<file path="config.mk">
export PLATFORM = sky130hd
export DESIGN_NAME = dda_line_rasterizer_top_flat
export DESIGN_NICKNAME = d
export VERILOG_FILES = /design/src/hdl/lrz_pkg.sv /design/src/hdl/lrz_cmd_if.sv /design/src/hdl/lrz_pix_if.sv /design/src/hdl/lrz_front.sv /design/src/hdl/lrz_queue.sv /design/src/hdl/lrz_back.sv /design/src/hdl/dda_line_rasterizer_top.sv /design/src/flat_wrapper.sv
export SDC_FILE = /design/constraint.sdc
export NUM_CORES = 1
export LEC_CHECK = 0
export BUFFER_PORTS_ARGS = -buffer_cell sky130_fd_sc_hd__buf_2
export CAP_MARGIN = 20
export CORE_AREA = 2 2 236 238
export DETAILED_ROUTE_END_ITERATION = 7
export DIE_AREA = 0 0 238 240
export PLACE_DENSITY = 0.55
export RECOVER_POWER = 100
export SYNTH_ARGS = -nofsm -noshare
export SYNTH_HDL_FRONTEND = slang
export SYNTH_SLANG_ARGS = --single-unit
</file>
<file path="constraint.sdc">
create_clock -name i_clk -period 9.5 [get_ports i_clk]
set_input_delay 2.85 -clock i_clk [delete_from_list [all_inputs] [get_ports i_clk]]
set_output_delay 2.85 -clock i_clk [all_outputs]
set_load 0.005 [all_outputs]
</file>
<file path="src/hdl/lrz_pkg.sv">
package lrz_pkg;

    // Entries held between the front end and the back end
    localparam int QUEUE_DEPTH = 2;

    // Command codes on the cmd field
    localparam logic CMD_LOAD    = 1'b0;
    localparam logic CMD_ADVANCE = 1'b1;

    // Back end sequencer, one-hot
    typedef enum logic [1:0] {
        ST_IDLE = 2'b01,
        ST_DIV  = 2'b10
    } t_back_state;

endpackage

</file>
<file path="src/hdl/lrz_cmd_if.sv">
interface lrz_cmd_if #(
    parameter int COORD_BITS = 14
);
    logic                         valid;
    logic                         ready;
    logic                         cmd;
    logic signed [COORD_BITS-1:0] x_start;
    logic signed [COORD_BITS-1:0] y_start;
    logic signed [COORD_BITS-1:0] x_end;
    logic signed [COORD_BITS-1:0] y_end;

    modport source (
        output valid, cmd, x_start, y_start, x_end, y_end,
        input  ready
    );
    modport sink (
        input  valid, cmd, x_start, y_start, x_end, y_end,
        output ready
    );
endinterface

</file>
<file path="src/hdl/lrz_pix_if.sv">
interface lrz_pix_if #(
    parameter int COORD_BITS = 14
);
    logic                         valid;
    logic                         ready;
    logic signed [COORD_BITS-1:0] pixel_x;
    logic signed [COORD_BITS-1:0] pixel_y;
    logic                         last_pixel;

    modport source (
        output valid, pixel_x, pixel_y, last_pixel,
        input  ready
    );
    modport sink (
        input  valid, pixel_x, pixel_y, last_pixel,
        output ready
    );
endinterface

</file>
<file path="src/hdl/lrz_front.sv">
// Classifies incoming transfers and works out the line geometry for loads.
module lrz_front
    import lrz_pkg::*;
#(
    parameter int COORD_BITS = 14,
    parameter int ENTRY_W    = 5 * COORD_BITS + 3
) (
    lrz_cmd_if.sink              i_cmd_ch,
    output logic                 o_push_valid,
    input  logic                 i_push_ready,
    output logic [ENTRY_W-1:0]   o_push_entry
);
    typedef struct packed {
        logic                         load;
        logic signed [COORD_BITS-1:0] xs;
        logic signed [COORD_BITS-1:0] ys;
        logic                         neg_x;
        logic                         neg_y;
        logic        [COORD_BITS-1:0] mag_x;
        logic        [COORD_BITS-1:0] mag_y;
        logic        [COORD_BITS-1:0] steps;
    } t_entry;

    logic signed [COORD_BITS:0]   dx;
    logic signed [COORD_BITS:0]   dy;
    logic        [COORD_BITS:0]   abs_x;
    logic        [COORD_BITS:0]   abs_y;
    t_entry                       entry;

    assign dx    = {i_cmd_ch.x_end[COORD_BITS-1], i_cmd_ch.x_end}
                 - {i_cmd_ch.x_start[COORD_BITS-1], i_cmd_ch.x_start};
    assign dy    = {i_cmd_ch.y_end[COORD_BITS-1], i_cmd_ch.y_end}
                 - {i_cmd_ch.y_start[COORD_BITS-1], i_cmd_ch.y_start};
    assign abs_x = dx[COORD_BITS] ? -dx : dx;
    assign abs_y = dy[COORD_BITS] ? -dy : dy;

    always_comb begin
        entry.load  = (i_cmd_ch.cmd == CMD_LOAD);
        entry.xs    = i_cmd_ch.x_start;
        entry.ys    = i_cmd_ch.y_start;
        entry.neg_x = dx[COORD_BITS];
        entry.neg_y = dy[COORD_BITS];
        // |d| never exceeds 2^COORD_BITS - 1, so the top bit is always clear
        entry.mag_x = abs_x[COORD_BITS-1:0];
        entry.mag_y = abs_y[COORD_BITS-1:0];
        entry.steps = (abs_x > abs_y) ? abs_x[COORD_BITS-1:0] : abs_y[COORD_BITS-1:0];
    end

    assign o_push_valid   = i_cmd_ch.valid;
    assign i_cmd_ch.ready = i_push_ready;
    assign o_push_entry   = entry;

endmodule

</file>
<file path="src/hdl/lrz_queue.sv">
// Small FIFO between front and back; push and pop may coincide.
module lrz_queue
    import lrz_pkg::*;
#(
    parameter int DATA_W = 73
) (
    input  logic              i_clk,
    input  logic              i_rst_n,
    input  logic              i_push_valid,
    output logic              o_push_ready,
    input  logic [DATA_W-1:0] i_push_data,
    output logic              o_pop_valid,
    input  logic              i_pop,
    output logic [DATA_W-1:0] o_pop_data
);
    localparam int PTR_W = (QUEUE_DEPTH > 1) ? $clog2(QUEUE_DEPTH) : 1;
    localparam int CNT_W = $clog2(QUEUE_DEPTH + 1);
    localparam logic [CNT_W-1:0] FULL_CNT = CNT_W'(QUEUE_DEPTH);
    localparam logic [PTR_W-1:0] LAST_PTR = PTR_W'(QUEUE_DEPTH - 1);

    logic [DATA_W-1:0] r_mem [QUEUE_DEPTH];
    logic [PTR_W-1:0]  r_wr_ptr, n_wr_ptr;
    logic [PTR_W-1:0]  r_rd_ptr, n_rd_ptr;
    logic [CNT_W-1:0]  r_count,  n_count;
    logic              push;
    logic              pop;

    assign o_push_ready = (r_count != FULL_CNT);
    assign o_pop_valid  = (r_count != '0);
    assign o_pop_data   = r_mem[r_rd_ptr];
    assign push         = i_push_valid & o_push_ready;
    assign pop          = i_pop & o_pop_valid;

    always_comb begin
        n_wr_ptr = r_wr_ptr;
        n_rd_ptr = r_rd_ptr;
        n_count  = r_count;
        if (push) begin
            n_wr_ptr = (r_wr_ptr == LAST_PTR) ? '0 : r_wr_ptr + 1'b1;
        end
        if (pop) begin
            n_rd_ptr = (r_rd_ptr == LAST_PTR) ? '0 : r_rd_ptr + 1'b1;
        end
        if (push && !pop) begin
            n_count = r_count + 1'b1;
        end else if (pop && !push) begin
            n_count = r_count - 1'b1;
        end
    end

    always_ff @(posedge i_clk) begin
        if (!i_rst_n) begin
            r_wr_ptr <= '0;
            r_rd_ptr <= '0;
            r_count  <= '0;
        end else begin
            r_wr_ptr <= n_wr_ptr;
            r_rd_ptr <= n_rd_ptr;
            r_count  <= n_count;
        end
    end

    always_ff @(posedge i_clk) begin
        if (push) begin
            r_mem[r_wr_ptr] <= i_push_data;
        end
    end

endmodule

</file>
<file path="src/hdl/lrz_back.sv">
// Executes queued items: increment division on loads, pixel stepping on advances.
module lrz_back
    import lrz_pkg::*;
#(
    parameter int COORD_BITS = 14,
    parameter int FRAC_BITS  = 16,
    parameter int ENTRY_W    = 5 * COORD_BITS + 3
) (
    input  logic               i_clk,
    input  logic               i_rst_n,
    input  logic               i_q_valid,
    input  logic [ENTRY_W-1:0] i_q_entry,
    output logic               o_q_pop,
    lrz_pix_if.source          o_pix_ch
);
    typedef struct packed {
        logic                         load;
        logic signed [COORD_BITS-1:0] xs;
        logic signed [COORD_BITS-1:0] ys;
        logic                         neg_x;
        logic                         neg_y;
        logic        [COORD_BITS-1:0] mag_x;
        logic        [COORD_BITS-1:0] mag_y;
        logic        [COORD_BITS-1:0] steps;
    } t_entry;

    localparam int POS_W  = COORD_BITS + 1 + FRAC_BITS;
    localparam int STEP_W = FRAC_BITS + 2;
    localparam int QUO_W  = FRAC_BITS + 1;
    localparam int CNT_W  = $clog2(FRAC_BITS + 1);
    localparam logic [CNT_W-1:0] LAST_CNT = CNT_W'(FRAC_BITS);

    t_entry                    entry;
    t_back_state               r_state, n_state;
    logic                      r_active, n_active;
    logic signed [POS_W-1:0]   r_pos_x, n_pos_x;
    logic signed [POS_W-1:0]   r_pos_y, n_pos_y;
    logic signed [STEP_W-1:0]  r_step_x, n_step_x;
    logic signed [STEP_W-1:0]  r_step_y, n_step_y;
    logic [COORD_BITS-1:0]     r_left, n_left;
    logic                      r_neg_x, n_neg_x;
    logic                      r_neg_y, n_neg_y;
    logic [COORD_BITS:0]       r_rem_x, n_rem_x;
    logic [COORD_BITS:0]       r_rem_y, n_rem_y;
    logic [QUO_W-1:0]          r_quo_x, n_quo_x;
    logic [QUO_W-1:0]          r_quo_y, n_quo_y;
    logic [CNT_W-1:0]          r_cnt, n_cnt;
    logic                      r_out_valid, n_out_valid;
    logic [COORD_BITS-1:0]     r_out_x, n_out_x;
    logic [COORD_BITS-1:0]     r_out_y, n_out_y;
    logic                      r_out_last, n_out_last;

    logic                      out_free;
    logic [COORD_BITS:0]       divisor;
    logic                      ge_x, ge_y;
    logic [COORD_BITS:0]       keep_x, keep_y;
    logic [QUO_W-1:0]          quo_x_nx, quo_y_nx;
    logic [COORD_BITS:0]       int_x, int_y;
    logic [COORD_BITS:0]       pix_x, pix_y;

    assign entry    = i_q_entry;
    assign out_free = ~r_out_valid | o_pix_ch.ready;

    // One restoring step per axis: the remainder left after the subtract stays below the step count
    assign divisor  = {1'b0, r_left};
    assign ge_x     = (r_rem_x >= divisor);
    assign ge_y     = (r_rem_y >= divisor);
    assign keep_x   = ge_x ? (r_rem_x - divisor) : r_rem_x;
    assign keep_y   = ge_y ? (r_rem_y - divisor) : r_rem_y;
    assign quo_x_nx = {r_quo_x[QUO_W-2:0], ge_x};
    assign quo_y_nx = {r_quo_y[QUO_W-2:0], ge_y};

    // Truncate toward zero: floor, plus one for a negative value with a fraction
    assign int_x = r_pos_x[POS_W-1:FRAC_BITS];
    assign int_y = r_pos_y[POS_W-1:FRAC_BITS];
    assign pix_x = int_x + {{COORD_BITS{1'b0}},
                            (r_pos_x[POS_W-1] & (|r_pos_x[FRAC_BITS-1:0]))};
    assign pix_y = int_y + {{COORD_BITS{1'b0}},
                            (r_pos_y[POS_W-1] & (|r_pos_y[FRAC_BITS-1:0]))};

    always_comb begin
        n_state     = r_state;
        n_active    = r_active;
        n_pos_x     = r_pos_x;
        n_pos_y     = r_pos_y;
        n_step_x    = r_step_x;
        n_step_y    = r_step_y;
        n_left      = r_left;
        n_neg_x     = r_neg_x;
        n_neg_y     = r_neg_y;
        n_rem_x     = r_rem_x;
        n_rem_y     = r_rem_y;
        n_quo_x     = r_quo_x;
        n_quo_y     = r_quo_y;
        n_cnt       = r_cnt;
        n_out_valid = r_out_valid & ~o_pix_ch.ready;
        n_out_x     = r_out_x;
        n_out_y     = r_out_y;
        n_out_last  = r_out_last;
        o_q_pop     = 1'b0;

        case (r_state)
            ST_IDLE: begin
                if (i_q_valid) begin
                    if (entry.load) begin
                        o_q_pop  = 1'b1;
                        n_active = 1'b1;
                        n_pos_x  = {entry.xs[COORD_BITS-1], entry.xs, {FRAC_BITS{1'b0}}};
                        n_pos_y  = {entry.ys[COORD_BITS-1], entry.ys, {FRAC_BITS{1'b0}}};
                        n_left   = entry.steps;
                        n_neg_x  = entry.neg_x;
                        n_neg_y  = entry.neg_y;
                        n_rem_x  = {1'b0, entry.mag_x};
                        n_rem_y  = {1'b0, entry.mag_y};
                        n_quo_x  = '0;
                        n_quo_y  = '0;
                        n_cnt    = '0;
                        n_step_x = '0;
                        n_step_y = '0;
                        if (entry.steps != '0) begin
                            n_state = ST_DIV;
                        end
                    end else if (!r_active) begin
                        o_q_pop = 1'b1;
                    end else if (out_free) begin
                        o_q_pop     = 1'b1;
                        n_out_valid = 1'b1;
                        n_out_x     = pix_x[COORD_BITS-1:0];
                        n_out_y     = pix_y[COORD_BITS-1:0];
                        n_out_last  = (r_left == '0);
                        if (r_left == '0) begin
                            n_active = 1'b0;
                        end else begin
                            n_left  = r_left - 1'b1;
                            n_pos_x = r_pos_x + POS_W'(r_step_x);
                            n_pos_y = r_pos_y + POS_W'(r_step_y);
                        end
                    end
                end
            end
            ST_DIV: begin
                n_quo_x = quo_x_nx;
                n_quo_y = quo_y_nx;
                n_rem_x = {keep_x[COORD_BITS-1:0], 1'b0};
                n_rem_y = {keep_y[COORD_BITS-1:0], 1'b0};
                n_cnt   = r_cnt + 1'b1;
                if (r_cnt == LAST_CNT) begin
                    n_step_x = r_neg_x ? -$signed({1'b0, quo_x_nx}) : $signed({1'b0, quo_x_nx});
                    n_step_y = r_neg_y ? -$signed({1'b0, quo_y_nx}) : $signed({1'b0, quo_y_nx});
                    n_state  = ST_IDLE;
                end
            end
            default: begin
                n_state = ST_IDLE;
            end
        endcase
    end

    always_ff @(posedge i_clk) begin
        if (!i_rst_n) begin
            r_state     <= ST_IDLE;
            r_active    <= 1'b0;
            r_out_valid <= 1'b0;
            r_pos_x     <= '0;
            r_pos_y     <= '0;
            r_step_x    <= '0;
            r_step_y    <= '0;
            r_left      <= '0;
        end else begin
            r_state     <= n_state;
            r_active    <= n_active;
            r_out_valid <= n_out_valid;
            r_pos_x     <= n_pos_x;
            r_pos_y     <= n_pos_y;
            r_step_x    <= n_step_x;
            r_step_y    <= n_step_y;
            r_left      <= n_left;
        end
    end

    always_ff @(posedge i_clk) begin
        r_neg_x    <= n_neg_x;
        r_neg_y    <= n_neg_y;
        r_rem_x    <= n_rem_x;
        r_rem_y    <= n_rem_y;
        r_quo_x    <= n_quo_x;
        r_quo_y    <= n_quo_y;
        r_cnt      <= n_cnt;
        r_out_x    <= n_out_x;
        r_out_y    <= n_out_y;
        r_out_last <= n_out_last;
    end

    assign o_pix_ch.valid      = r_out_valid;
    assign o_pix_ch.pixel_x    = r_out_x;
    assign o_pix_ch.pixel_y    = r_out_y;
    assign o_pix_ch.last_pixel = r_out_last;

endmodule

</file>
<file path="src/hdl/dda_line_rasterizer_top.sv">
// DDA line rasteriser. A transfer with cmd 0 loads a line between two signed
// endpoints; each transfer with cmd 1 then yields one pixel (position truncated
// toward zero), max(|dx|,|dy|)+1 pixels per line, the final one flagged with
// last_pixel. Advances with no line loaded are swallowed without a result.
// Increments are dx and dy scaled by 2^FRAC_BITS and divided by the step
// count, truncated. Throughput: pixels stream at one per cycle while the
// output is taken. A load of a line of non-zero length runs the restoring
// divider, which produces one quotient bit per cycle for both axes; a
// zero-length line skips the division. A two-entry queue sits between the
// command side and the back end, so commands keep being accepted while a
// division runs or the output stalls, until the queue is full; the pixel
// output is registered.
module dda_line_rasterizer_top
    import lrz_pkg::*;
#(
    parameter int COORD_BITS = 14,
    parameter int FRAC_BITS  = 16
) (
    input  logic      i_clk,
    input  logic      i_rst_n,
    lrz_cmd_if.sink   i_cmd_ch,
    lrz_pix_if.source o_pix_ch
);
    // load flag, two start coords, two signs, two magnitudes, step count
    localparam int ENTRY_W = 5 * COORD_BITS + 3;

    logic               push_valid;
    logic               push_ready;
    logic [ENTRY_W-1:0] push_entry;
    logic               q_valid;
    logic               q_pop;
    logic [ENTRY_W-1:0] q_entry;

    // Front: classify transfer, compute deltas and step count
    lrz_front #(
        .COORD_BITS (COORD_BITS),
        .ENTRY_W    (ENTRY_W)
    ) u_front (
        .i_cmd_ch     (i_cmd_ch),
        .o_push_valid (push_valid),
        .i_push_ready (push_ready),
        .o_push_entry (push_entry)
    );

    // Decoupling queue
    lrz_queue #(
        .DATA_W (ENTRY_W)
    ) u_queue (
        .i_clk        (i_clk),
        .i_rst_n      (i_rst_n),
        .i_push_valid (push_valid),
        .o_push_ready (push_ready),
        .i_push_data  (push_entry),
        .o_pop_valid  (q_valid),
        .i_pop        (q_pop),
        .o_pop_data   (q_entry)
    );

    // Back: divider for increments, position accumulators, output register
    lrz_back #(
        .COORD_BITS (COORD_BITS),
        .FRAC_BITS  (FRAC_BITS),
        .ENTRY_W    (ENTRY_W)
    ) u_back (
        .i_clk     (i_clk),
        .i_rst_n   (i_rst_n),
        .i_q_valid (q_valid),
        .i_q_entry (q_entry),
        .o_q_pop   (q_pop),
        .o_pix_ch  (o_pix_ch)
    );

endmodule
</file>
<file path="src/flat_wrapper.sv">
// flat-port wrapper written by rule: the top's interface ports become plain ports
module dda_line_rasterizer_top_flat import lrz_pkg::*;
#(
    parameter int COORD_BITS = 14,
    parameter int FRAC_BITS  = 16
)
  (i_clk, i_rst_n, i_cmd_ch_valid, i_cmd_ch_cmd, i_cmd_ch_x_start, i_cmd_ch_y_start, i_cmd_ch_x_end, i_cmd_ch_y_end, i_cmd_ch_ready, o_pix_ch_valid, o_pix_ch_pixel_x, o_pix_ch_pixel_y, o_pix_ch_last_pixel, o_pix_ch_ready);
  lrz_cmd_if #(.COORD_BITS(COORD_BITS)) i_cmd_ch_i ();
  lrz_pix_if #(.COORD_BITS(COORD_BITS)) o_pix_ch_i ();
  input  logic i_clk;
  input  logic i_rst_n;
  input wire logic [$bits(i_cmd_ch_i.valid)-1:0] i_cmd_ch_valid;
  input wire logic [$bits(i_cmd_ch_i.cmd)-1:0] i_cmd_ch_cmd;
  input wire logic [$bits(i_cmd_ch_i.x_start)-1:0] i_cmd_ch_x_start;
  input wire logic [$bits(i_cmd_ch_i.y_start)-1:0] i_cmd_ch_y_start;
  input wire logic [$bits(i_cmd_ch_i.x_end)-1:0] i_cmd_ch_x_end;
  input wire logic [$bits(i_cmd_ch_i.y_end)-1:0] i_cmd_ch_y_end;
  output wire logic [$bits(i_cmd_ch_i.ready)-1:0] i_cmd_ch_ready;
  output wire logic [$bits(o_pix_ch_i.valid)-1:0] o_pix_ch_valid;
  output wire logic [$bits(o_pix_ch_i.pixel_x)-1:0] o_pix_ch_pixel_x;
  output wire logic [$bits(o_pix_ch_i.pixel_y)-1:0] o_pix_ch_pixel_y;
  output wire logic [$bits(o_pix_ch_i.last_pixel)-1:0] o_pix_ch_last_pixel;
  input wire logic [$bits(o_pix_ch_i.ready)-1:0] o_pix_ch_ready;
  assign i_cmd_ch_i.valid = i_cmd_ch_valid;
  assign i_cmd_ch_i.cmd = i_cmd_ch_cmd;
  assign i_cmd_ch_i.x_start = i_cmd_ch_x_start;
  assign i_cmd_ch_i.y_start = i_cmd_ch_y_start;
  assign i_cmd_ch_i.x_end = i_cmd_ch_x_end;
  assign i_cmd_ch_i.y_end = i_cmd_ch_y_end;
  assign i_cmd_ch_ready = i_cmd_ch_i.ready;
  assign o_pix_ch_valid = o_pix_ch_i.valid;
  assign o_pix_ch_pixel_x = o_pix_ch_i.pixel_x;
  assign o_pix_ch_pixel_y = o_pix_ch_i.pixel_y;
  assign o_pix_ch_last_pixel = o_pix_ch_i.last_pixel;
  assign o_pix_ch_i.ready = o_pix_ch_ready;
  dda_line_rasterizer_top #(.COORD_BITS(COORD_BITS), .FRAC_BITS(FRAC_BITS)) u_core (.i_clk(i_clk), .i_rst_n(i_rst_n), .i_cmd_ch(i_cmd_ch_i), .o_pix_ch(o_pix_ch_i));
endmodule
</file>
======== After elaboration in Yosys (flattened, before gate mapping) ========
Memories as Yosys holds them, arrays and structs flattened. A register that Yosys moved wholly into a read port is not among the register bits.
Index checks and enable logic that the tools add are counted.
cells by class
  divide/modulo/power cells ............... 0
  multiply operators ...................... 0
  reductions and logical operators ........ 20
  shift-type cells ........................ 0
  eq/ne operators ......................... 9
  add/subtract/negate cells ............... 18
  order comparisons ....................... 3
  bitwise logic cells ..................... 10
  muxes and demuxes ....................... 65
operators with widths
  cell                                                                  count
  31-bit 2-to-1 mux                                                     8
  18-bit 2-to-1 mux                                                     6
  14-bit 2-to-1 mux                                                     7
  15-bit 2-to-1 mux                                                     6
  18-bit one-hot mux with 2 select lines                                2
  16-bit one-hot mux with 2 select lines                                2
  31-bit by 18-bit adder with 31-bit output                             2
  15-bit one-hot mux with 2 select lines                                2
  17-bit negation with 18-bit output                                    2
  16-bit 2-to-1 mux                                                     2
  16-bit OR reduction                                                   2
  15-bit by 14-bit >= comparator with 1-bit output                      2
  15-bit negation                                                       2
  14-bit by 14-bit subtractor with 15-bit output                        2
  14-bit by 1-bit adder with 14-bit output                              2
  14-bit subtractor                                                     2
  1-bit 2-to-1 mux                                                      20
  15-bit greater-than comparator                                        1
  14-bit zero test                                                      1
  14-bit nonzero test                                                   1
  14-bit by 1-bit subtractor with 14-bit output, second input constant  1
  2-bit 2-to-1 mux                                                      6
  5-bit 2-to-1 mux                                                      2
  5-bit one-hot mux with 2 select lines                                 1
  other kinds (20)                                                      41
storage, ports and cells
  ROM bits ................................ 0
  bits of input ports ..................... 61
  bits in latches ......................... 0
  memory bits (writable) .................. 146
  output and inout port bits .............. 31
  memories ................................ 1
  register bits ........................... 218
memory list
  memory                words  width  read ports  clocked after Yosys merged registers in  wr ports  RTL line         source
  u_core.u_queue.r_mem  2      73     1           1                                        1         lrz_queue.sv:21  logic [DATA_W-1:0] r_mem [QUEUE_DEPTH];

======== Depth between registers and ports, before layout ========
Gate-level depths: netlist of run 1.
  depth after elaboration ................. 11
  depth in mapped cells ................... 27
  depth with buffers taken out ............ 25

======== Hierarchy ========
From an unflattened synthesis of run 1, not the netlist that was laid out.
unflattened totals
  cells, all modules ...................... 2268
  area total of the unflattened synthesis .. 22507.8 µm²
modules (own cells, without submodules)
  module     sequential area each (µm²)  cells each  area an instance (µm²)  times used
  lrz_back   5265.0                      1603        13968.4                 1
  lrz_queue  4484.3                      251         5506.5                  1
  lrz_front  0.0                         414         3032.9                  1

======== Least setup slack after synthesis of run 1 ========
Ideal clock, no wire load.
  path kind ............................... in2reg
  start point ............................. in i_cmd_ch_x_end[0]
  end point ............................... mem u_core.u_queue.r_mem[0][3], data pin
  data required time ...................... 9.227 ns
  stages .................................. 26
  setup slack ............................. 2.102 ns
  arrival ................................. 7.125 ns
  path through ............................ inv_1 ha_1 fa_1 nor2b_1 o21ai_2 a21boi_1 o21bai_1 a211o_1 a21oi_1 nand2_1 a31oi_2 buf_4 a21oi_1 ha_1 nor2b_1 o21a_1 o21a_1 o21a_1 o21ai_0 nand2b_1 a21oi_1 o21a_1 o21ai_0 o41ai_1 buf_2 mux2i_1
on the way
  longest elaborated chain between the ends .. 5
RTL lines
  element                                             RTL line                       source
  start: declaration                                  flat_wrapper.sv:16             input wire logic [$bits(i_cmd_ch_i.x_end)-1:0] i_cmd_ch_x_end;
  14-bit by 14-bit subtractor with 15-bit output (*)  lrz_front.sv:31                - {i_cmd_ch.x_start[COORD_BITS-1], i_cmd_ch.x_start};
  15-bit negation                                     lrz_front.sv:34                assign abs_x = dx[COORD_BITS] ? -dx : dx;
  15-bit 2-to-1 mux (*)                               lrz_front.sv:34
  named net u_core.push_entry[29]                     dda_line_rasterizer_top.sv:29  logic [ENTRY_W-1:0] push_entry;
  15-bit greater-than comparator (*)                  lrz_front.sv:46                entry.steps = (abs_x > abs_y) ? abs_x[COORD_BITS-1:0] : abs_y[COORD_BITS-1:0];
  14-bit 2-to-1 mux (*)                               lrz_front.sv:46
  named net u_core.push_entry[3]                      dda_line_rasterizer_top.sv:29
  end: declaration                                    lrz_queue.sv:21
The timed path passes the listed nets; every way through them passes the cells marked *.

======== Final worst setup path of run 1 ========
  start point ............................. in i_cmd_ch_x_end[0]
  end point ............................... mem u_core.u_queue.r_mem[0][10], data pin
Same word-level chain as after synthesis.

==> results of run 1 <==
[layout make-up]
class	instances	area [um2]	area share, %
well taps	704	881	3.66
multi-input cells	1602	11100	45.9
clock inverters	23	225	0.935
clock buffers	57	1190	4.95
inverters	131	492	2.04
flip-flops and latches	365	9750	40.5
repair buffers	107	479	1.99
[kinds of logic after synthesis]
family,Yosys count,synth area share [%]
simple gates,651,15.0
compound gates,564,17.2
flops,365,45.0
buf+inv,216,3.86
xor+xnor,165,6.67
fa+ha+maj,149,8.81
mux,73,3.42
[path summary, 6_finish.rpt]
path	to	depth (start not counted)
max	u_core.u_queue.r_mem[0][10]$_DFFE_PP_	26
min	u_core.u_back.r_step_y[5]$_SDFFE_PN0P_	2
max reg2reg	u_core.u_back.r_pos_y[17]$_SDFFE_PN0P_	10
min reg2reg	u_core.u_back.r_step_y[5]$_SDFFE_PN0P_	2
[flip-flops by register name (all words and copies together), names as in the netlist, named ones only]
name,flops
u_core.u_back.o_pix_ch.last_pixel,1
u_core.u_back.o_pix_ch.pixel_x,14
u_core.u_back.o_pix_ch.pixel_y,14
u_core.u_back.o_pix_ch.valid,1
u_core.u_back.r_active,1
u_core.u_back.r_cnt,5
u_core.u_back.r_left,14
u_core.u_back.r_neg_x,1
u_core.u_back.r_neg_y,1
u_core.u_back.r_pos_x,31
u_core.u_back.r_pos_y,31
u_core.u_back.r_quo_x,16
u_core.u_back.r_quo_y,16
u_core.u_back.r_rem_x,15
u_core.u_back.r_rem_y,15
u_core.u_back.r_state,2
u_core.u_back.r_step_x,18
u_core.u_back.r_step_y,18
u_core.u_queue.r_count,2
u_core.u_queue.r_mem,146
u_core.u_queue.r_rd_ptr,1
u_core.u_queue.r_wr_ptr,1
[metrics by stage]
step           hold slack [ps]  cell area [um2]  cells
5_1_grt                    493            24100   2989
2_1_floorplan              429            21700   2183
6_report                   467            24100   2989
3_5_place_dp               463            22800   2909
4_1_cts                    476            24200   2989
3_3_place_gp               453            22800   2909
[cell usage in the layout (no fill, tap or decap), drive strengths merged, types with 17 or more instances in the layout]
cell type  synthesis  final
nor2             116    116
nor2b             90     90
nor4              19     19
clkbuf            60    114
a21o              44     44
and2              44     44
o211ai            25     25
nand2b            19     19
inv              131    132
edfxtp           244    244
a21oi            123    123
a21boi            40     40
nand4             17     17
nand2            192    192
dfxtp            121    121
nor3              35     35
a211oi            28     28
buf               25     50
mux2i             68     68
xor2              73     73
ha               143    143
a22oi             39     39
o21a              18     18
and3              19     19
nand3             58     58
a31oi             35     35
o21ai            126    126
xnor2             92     92
[critical path: stages]
cell and delay, ps:
buf_2 80, inv_1 40, ha_1 230, fa_1 420, nor2b_1 110, o21ai_0 90
a21boi_0 370, o21bai_1 160, a211o_1 290, a21oi_1 230, nand2_1 90, a31oi_1 1010
a21oi_1 350, ha_1 380, nor2b_1 140, o21a_1 160, o21a_1 160, o21a_1 160
o21ai_0 160, nand2b_1 80, a21oi_1 160, o21a_1 120, o21ai_0 90, o41ai_2 80
buf_4 330, mux2i_1 310
[per-layer routing]
layer	up-vias	wire length [um]
met5	-	0
met4	0	1830
met3	98	2300
met2	340	26100
met1	7887	26200
li1	8077	-
[power by group through the flow]
stage	logic [uW]	clock network (uW)	registers, uW
final	2710	1670	2370
after global placement	2670	0	2380
after global routing	3000	1770	2410
after detailed placement	2710	0	2390
after floorplan	2000	0	2300
after CTS	2730	1710	2360
==> results.md, run 1 <==
* Rel. slew slack at -176%
* Diode count at 0
* Final Power at 6740 uW
* Clock Skew at roughly 20 ps
* Max Cap Viol at 12
* Port buffer count at between 90 and 100
* Number of synthesized register bits at 365
* Vias in the first global route at 16.2k
* Req. time, crit path at 9890 ps
* Clock latency on the worst-skew pair at between 500 and 600 ps
* Placer's final routability congestion estimate at 0.841
* CP Class: in -> reg
* Global-route layer with the greatest usage: met2
* Post-CTS setup buffers at 0
* Fillers at ~5.3k
* Initial antenna violation count at 1
* Static Leak at 0.00944 uW
* Worst slew pin tran at 4140 ps
* Switch share at approximately two fifths
* Routed WL at ~56000 um
* Logic pwr share at 40.1%
* Most frequent cell after synthesis: edfxtp_1
* Initial core utilization at 39.6%
* Maximum root-to-sink buffer count at 3
* Vias per cell at 5.49
* Die height at between 200 and 250 um
* Final Hold Fails at 0
* Clk root buf: clkbuf_16
* Violations in the final reports: max-capacitance violations, max-slew violations
* Register-to-register setup slack at 1970 ps
* Number of nets in the layout at about 2.5k
* Yosys warning count at 0
* Cells after Synth at roughly 2.2k
* CTS Buf Count at 44
* Switching Power at ~2600 uW
* Global route total overflow at 0
* Top cells by area in the synthesized netlist: edfxtp_1 (34%), dfxtp_1 (11%), ha_1 (8.3%), xnor2_1 (3.7%), nand2_1 (3.3%)
* Post-synthesis sequential area ratio at 45.0%
* Ys flop type: edfxtp_1
* Wire per inst at between 15 and 20 um
* # rows at 86
* Crit path DAT at 8670 ps
* RSZ-0062 raised after global routing: no
* Yosys top cell area share at 33.8%
* Met1 Resource Use GR at 26.6%
* Sequential power share at 35.1%
* Synth cell types at 85
* GRT Overall Usage at 19.8%
* Total number of vias at about 16k
* Clock-pin transition on the worst setup and hold timing paths at around 60 ps
* Clock power share at approximately 25%
* Crit path max fanout at 16
* CTS Sinks at between 300 and 400
* Grt met2 use at 32.7%
* Max frequency at 0.121 GHz
* Post-CTS Resized at 0
* Num ports at 92
* CP endpoint kind: flip-flop
* Placeable Area at 54700 um2
* Commonest cells post-synth: edfxtp_1 (244), nand2_1 (192), ha_1 (143), inv_1 (131), a21oi_1 (122)
* Met3 GRT Util at 2.65%
* Largest net degree at the start of global routing at 79
* Final max-slew violation count at 579
* Crit path from: i_cmd_ch_x_end[0]
* DIE WIDTH at 238 um
* Yosys top cell by area: edfxtp_1
* Place WS at 1200 ps
* Min-delay src: u_core.u_back.r_step_y[5]$_SDFFE_PN0P_
* Avg Cell Area, Syn at ~9.9 um2
* Number of antenna-violating nets in the routed design at 0
* Worst setup SP type: input pin
* HPWL after detailed placement at 40300 um
* Mapped Area at 21700 um2
* CTS tree: yes
* Outcome: finished with violations
* Fin Setup TNS at 0 ps
* DRC violations left at 0
* Tcrit/Tclk final at ~87%
* Worst Hold Class: reg -> reg
* H-tree depth at 2
* First-pass GRT wire length at 88900 um
* CTS Hold Bufs at 0
* Final worst setup slack at 1210 ps
* Core Util, Final at 44.1%
* Setup violators final at 0
* EDFF count, synth at 244
* Tmin final at approximately 8300 ps
* Area delta synth->final at 11.2%
* DRT Pass-1 Iters at 7
* Maximum vdd ir drop at 167 uV
* Pwr Density at 280 nW/um2
* FFs w/ async S/R, synth at 0%
* Die ar. at 57100 um2
* Ratio of cells with drive above 1 in the final layout at under 10%
* Initial drt markers at 1038
* Syn nets at approximately 2.4k
* Internal power at 4110 uW
Note: power is estimated with default switching activity, not from simulation.
==> run 2, diff against run 1 <==
CTS_BUF_LIST = sky130_fd_sc_hd__clkbuf_8   (was not set)
PLACE_DENSITY = 0.65   (was 0.55)
==> results.md, run 2 (same netlist as run 1, synthesis figures left out) <==
* Clk root buf: clkbuf_8 (was clkbuf_16)
* Tcrit/Tclk final at 86.5% (was 87.2%)
* Static Leak at 0.00948 uW (was 0.00944 uW)
* Initial antenna violation count at 1 (unchanged)
* Max Cap Viol at 6 (was 12)
* Post-CTS Resized at 0 (unchanged)
* Post-CTS setup buffers at 0 (unchanged)
* Pwr Density at 270 nW/um2 (was 280 nW/um2)
* Number of nets in the layout at 2479 (was 2461)
* Outcome: finished with violations (unchanged)
* CTS Hold Bufs at 0 (unchanged)
* Placer's final routability congestion estimate at 0.877 (was 0.841)
* Setup violators final at 0 (unchanged)
* Global route total overflow at 0 (unchanged)
* Largest Register: u_core.u_queue.r_mem (unchanged)
* Req. time, crit path at 10000 ps (was 9890 ps)
* Ratio of cells with drive above 1 in the final layout at 7.67% (was 6.39%)
* Worst slew pin tran at 4350 ps (was 4140 ps)
* Final max-slew violation count at 325 (was 579)
* CP endpoint kind: flip-flop (unchanged)
* Placeable Area at 54700 um2 (unchanged)
* Violations in the final reports: max-capacitance violations, max-slew violations (unchanged)
* Clock latency on the worst-skew pair at 680 ps (was 580 ps)
* Max reg flops at 146 (unchanged)
* GRT Overall Usage at 19.2% (was 19.8%)
* Total number of vias at 16.8k (was 16.4k)
* # rows at 86 (unchanged)
* HPWL after detailed placement at 39200 um (was 40300 um)
* Most common cell after layout, fill and taps aside: edfxtp_1 (unchanged)
* Clock Skew at 32.1 ps (was 19.5 ps)
* Most frequent cells in the layout: edfxtp_1 (244), nand2_1 (191), inv_1 (149) (was edfxtp_1 (244), nand2_1 (192), ha_1 (143))
* CP max stage delay at 1030 ps (was 1010 ps)
* Wire per inst at 18.2 um (was 18.9 um)
* Fillers at 5227 (was 5271)
* CP Class: in -> reg (unchanged)
* Register area at 9750 um2 (unchanged)
* Routed WL at 55100 um (was 56400 um)
* Vias per cell at 5.55 (was 5.49)
* Port buffer count at 91 (unchanged)
* First-pass GRT wire length at 87000 um (was 88900 um)
* Worst setup SP type: input pin (unchanged)
* CTS Buf Count at 60 (was 44)
* Worst Hold Class: reg -> reg (unchanged)
* Biggest regs: u_core.u_queue.r_mem: 146 flops, u_core.u_back.r_pos_x: 31 flops, u_core.u_back.r_pos_y: 31 flops (unchanged)
* Initial drt markers at 1262 (was 1038)
* Die height at 240 um (unchanged)
* Rel. slew slack at -190% (was -176%)
* Number of antenna-violating nets in the routed design at 0 (unchanged)
* Initial core utilization at 39.6% (unchanged)
* Crit-path most repeated cell: o21a_1 (unchanged)
* RSZ-0062 raised after global routing: no (unchanged)
* Maximum root-to-sink buffer count at 3 (unchanged)
* Area delta synth->final at 10.3% (was 11.2%)
* Tmin final at 8220 ps (was 8290 ps)
* CP max stage cell: a31oi_1 (unchanged)
* Area of the multi-input gates at 11100 um2 (about the same)
* CTS tree: yes (unchanged)
* DRC violations left at 0 (unchanged)
* Place WS at 1170 ps (was 1200 ps)
* Largest net degree at the start of global routing at 79 (unchanged)
* Clock-pin transition on the worst setup and hold timing paths at 60 ps (about the same)
* Vias in the first global route at 16.2k (about the same)
* H-tree depth at 2 (unchanged)
* Maximum vdd ir drop at 129 uV (was 167 uV)
* Max frequency at 0.122 GHz (was 0.121 GHz)
* Final worst setup slack at 1280 ps (was 1210 ps)
* DIE WIDTH at 238 um (unchanged)
* Final Hold Fails at 0 (unchanged)
* Crit path DAT at 8720 ps (was 8670 ps)
* Die ar. at 57100 um2 (unchanged)
* Fin Setup TNS at 0 ps (unchanged)
* CTS Sinks at 365 (unchanged)
* DP Area at 22800 um2 (about the same)
* Crit path max fanout at 16 (unchanged)
* Num ports at 92 (unchanged)
* Post-route cell area at 23900 um2 (was 24100 um2)
* DRT Pass-1 Iters at 6 (was 7)
run 2: worst paths after layout:
kind | from | to | slack, ps | cells after the start
setup / recovery | i_cmd_ch_x_start[0] | u_core.u_queue.r_mem[0][7]$_DFFE_PP_ | 1280 | 26
hold / removal | u_core.u_back.r_step_x[5]$_SDFFE_PN0P_ | u_core.u_back.r_step_x[5]$_SDFFE_PN0P_ | 460 | 2
setup reg to reg | flip-flop | u_core.u_back.r_pos_y[17]$_SDFFE_PN0P_ | 1480 | 10
hold reg to reg | u_core.u_back.r_step_x[5]$_SDFFE_PN0P_ | u_core.u_back.r_step_x[5]$_SDFFE_PN0P_ | 460 | 2
run 2: cell type report:
type | count | area share (%)
Tap cell | 704 | 3.69
Antenna cell | 1 | 0.0105
Inverter | 131 | 2.06
Clock buffer | 72 | 4.15
Timing Repair Buffer | 109 | 2.14
Clock inverter | 41 | 0.874
Multi-Input combinational cell | 1602 | 46.3
Sequential cell | 365 | 40.8
run 2: report_power, final:
group | internal (uW) | switching [uW] | total (uW)
registers | 2140 | 227 | 2370
clock network | 716 | 665 | 1380
logic | 976 | 1740 | 2720
total | 3830 | 2630 | 6460
run 2: per-layer routing:
layer / wire length (um) / global-route usage [%] / vias to the layer above
li1: - / - / 8143
met1: 24900 / 25.5 / 8055
met2: 25300 / 31.1 / 468
met3: 2840 / 2.84 / 126
met4: 2040 / 8.30 / 0
met5: 0 / 0 / -
run 2: critical path, delay by kind of cell:
kind	cells	cell delay [ps]
AOI/OAI and AO/OA	15	3690
adders and majority gates	3	960
buffers and inverters	2	450
muxes	1	270
and+or+nand+nor	5	500
run 2: metrics by stage:
stage	total power, uW	utilization, %	std cells	hold WS [ps]
after floorplan	4300	-	2183	429
after global placement	5000	41.8	2911	456
after detailed placement	5070	41.8	2911	456
after CTS	6470	44.0	3024	471
after global routing	6900	43.7	3025	485
final	6460	43.7	3025	463
==> run 3, diff against run 2 <==
clock period = 8.2 ns   (was 9.5 ns; I/O delays follow)
==> results.md, run 3 (same netlist as run 1, synthesis figures left out) <==
* Worst Hold Class: reg -> reg (unchanged)
* Area of the multi-input gates at 11100 um2 (unchanged)
* GRT Overall Usage at 19.1% (was 19.2%)
* Routed WL at 55100 um (about the same)
* Initial core utilization at 39.6% (unchanged)
* DIE WIDTH at 238 um (unchanged)
* Max reg flops at 146 (unchanged)
* Number of antenna-violating nets in the routed design at 0 (unchanged)
* # rows at 86 (unchanged)
* Wire per inst at 18.2 um (about the same)
* Placeable Area at 54700 um2 (unchanged)
* Crit path DAT at 7770 ps (was 8720 ps)
* Ratio of cells with drive above 1 in the final layout at 7.56% (was 7.67%)
* Setup violators final at 0 (unchanged)
* Vias in the first global route at 16.4k (was 16.2k)
* Post-CTS Resized at 0 (unchanged)
* Post-CTS setup buffers at 0 (unchanged)
* Maximum vdd ir drop at 148 uV (was 129 uV)
* Violations in the final reports: max-capacitance violations, max-slew violations (unchanged)
* Tcrit/Tclk final at slightly below 90%
* Vias per cell at 5.55 (about the same)
* Fin Setup TNS at 0 ps (unchanged)
* Req. time, crit path at 8680 ps (was 10000 ps)
* Clock Skew at 21.3 ps (was 32.1 ps)
* Clk root buf: clkbuf_8 (unchanged)
* HPWL after detailed placement at 39300 um (was 39200 um)
* DP Area at 22900 um2 (was 22800 um2)
* Crit path max fanout at 13 (was 16)
* Final Hold Fails at 0 (unchanged)
* First-pass GRT wire length at 87200 um (was 87000 um)
* Largest net degree at the start of global routing at 79 (unchanged)
* Area delta synth->final at 10.7% (was 10.3%)
* Register area at 9750 um2 (unchanged)
* Number of nets in the layout at 2487 (was 2479)
* CP endpoint kind: flip-flop (unchanged)
* CP Class: in -> reg (unchanged)
* Maximum root-to-sink buffer count at 3 (unchanged)
* Die height at 240 um (unchanged)
* CTS Buf Count at 61 (was 60)
* DRC violations left at 0 (unchanged)
* H-tree depth at 2 (unchanged)
* Biggest regs: u_core.u_queue.r_mem: 146 flops, u_core.u_back.r_pos_x: 31 flops, u_core.u_back.r_pos_y: 31 flops (unchanged)
* RSZ-0062 raised after global routing: no (unchanged)
* Fillers at 5256 (was 5227)
* Post-route cell area at 24000 um2 (was 23900 um2)
* Clock-pin transition on the worst setup and hold timing paths at 60 ps (about the same)
* Tmin final at 7290 ps
* DRT Pass-1 Iters at 6 (unchanged)
* Initial antenna violation count at 1 (unchanged)
* CTS Hold Bufs at 0 (unchanged)
* Port buffer count at 91 (unchanged)
* Static Leak at 0.00949 uW (was 0.00948 uW)
* Final max-slew violation count at 453 (was 325)
* Register-to-register setup slack at 1050 ps (was 1480 ps)
* CTS Sinks at 365 (unchanged)
* Most common cell after layout, fill and taps aside: edfxtp_1 (unchanged)
* CTS tree: yes (unchanged)
* Pwr Density at 316 nW/um2 (was 270 nW/um2)
* Outcome: finished with violations (unchanged)
* Max frequency at 0.137 GHz
* Largest Register: u_core.u_queue.r_mem (unchanged)
* Worst slew pin tran at 4420 ps (was 4350 ps)
* Global route total overflow at 0 (unchanged)
* Num ports at 92 (unchanged)
* Rel. slew slack at -194% (was -190%)
* Max Cap Viol at 8 (was 6)
* Final Power at 7590 uW (was 6460 uW)
* Total number of vias at 16.8k (about the same)
* Worst setup SP type: input pin (unchanged)
* Most frequent cells in the layout: edfxtp_1 (244), nand2_1 (191), inv_1 (146) (was edfxtp_1 (244), nand2_1 (191), inv_1 (149))
* Clock latency on the worst-skew pair at 670 ps (was 680 ps)
* Die ar. at 57100 um2 (unchanged)
* Placer's final routability congestion estimate at 0.895 (was 0.877)
* Initial drt markers at 1244 (was 1262)
==> run 3: power breakdown <==
| part | total [uW] | switching, uW | internal [uW] |
|---|---|---|---|
| sequential | 2750 | 267 | 2480 |
| clock | 1710 | 780 | 930 |
| combinational | 3130 | 2000 | 1130 |
| total | 7590 | 3040 | 4540 |
==> run 3: area by class of cell <==
cell class | instances | share of cell area (%)
Multi-Input combinational cell | 1602 | 46.1
Sequential cell | 365 | 40.7
Clock buffer | 66 | 3.79
Tap cell | 704 | 3.67
Timing Repair Buffer | 116 | 2.18
Inverter | 131 | 2.05
Clock inverter | 48 | 1.50
Antenna cell | 1 | 0.0104
==> run 3: metal layers <==
| layer | part of all wire (%) | up-vias | track usage [%] | routed length [um] |
|---|---|---|---|---|
| li1 | - | 8143 | - | - |
| met1 | 45 | 8098 | 25.3 | 24800 |
| met2 | 46 | 458 | 31.2 | 25400 |
| met3 | 5.0 | 122 | 3.15 | 2740 |
| met4 | 3.9 | 0 | 7.94 | 2170 |
| met5 | 0 | - | 0 | 0 |
==> run 3: stage by stage <==
step	util (%)	setup slack, ps	hold WS (ps)	cells
6_report	43.9	909	466	3033
5_1_grt	43.9	488	506	3033
4_1_cts	44.2	1100	474	3031
3_5_place_dp	41.9	407	458	2917
3_3_place_gp	41.9	602	452	2917
2_1_floorplan	-	1190	429	2183
==> run 3: final timing paths <==
path                                                        startpoint                                      to  depth (start not counted)
worst max-delay path                                 i_cmd_ch_x_end[0]    u_core.u_queue.r_mem[1][5]$_DFFE_PP_                         27
worst min register to register  u_core.u_back.r_step_y[3]$_SDFFE_PN0P_  u_core.u_back.r_step_y[3]$_SDFFE_PN0P_                          2
worst min-delay path            u_core.u_back.r_step_y[3]$_SDFFE_PN0P_  u_core.u_back.r_step_y[3]$_SDFFE_PN0P_                          2
worst max register to register                               flip-flop  u_core.u_back.r_pos_y[18]$_SDFFE_PN0P_                          9
==> run 3: critical path: stages <==
cell and delay (ps):
buf_2 80, inv_1 30, ha_1 220, fa_1 420, nor2b_1 120, o21ai_0 90
a21boi_0 350, o21bai_1 150, a211o_1 300, a21oi_1 260, nand2_1 110, a31oi_1 320
clkbuf_1 470, nor2_1 130, xnor2_1 300, inv_1 120, ha_1 310, o21a_1 110
o21a_1 170, o21ai_0 140, nand2b_1 80, a21oi_1 140, o21a_1 110, o21ai_0 90
o41ai_2 110, buf_2 300, mux2i_1 270
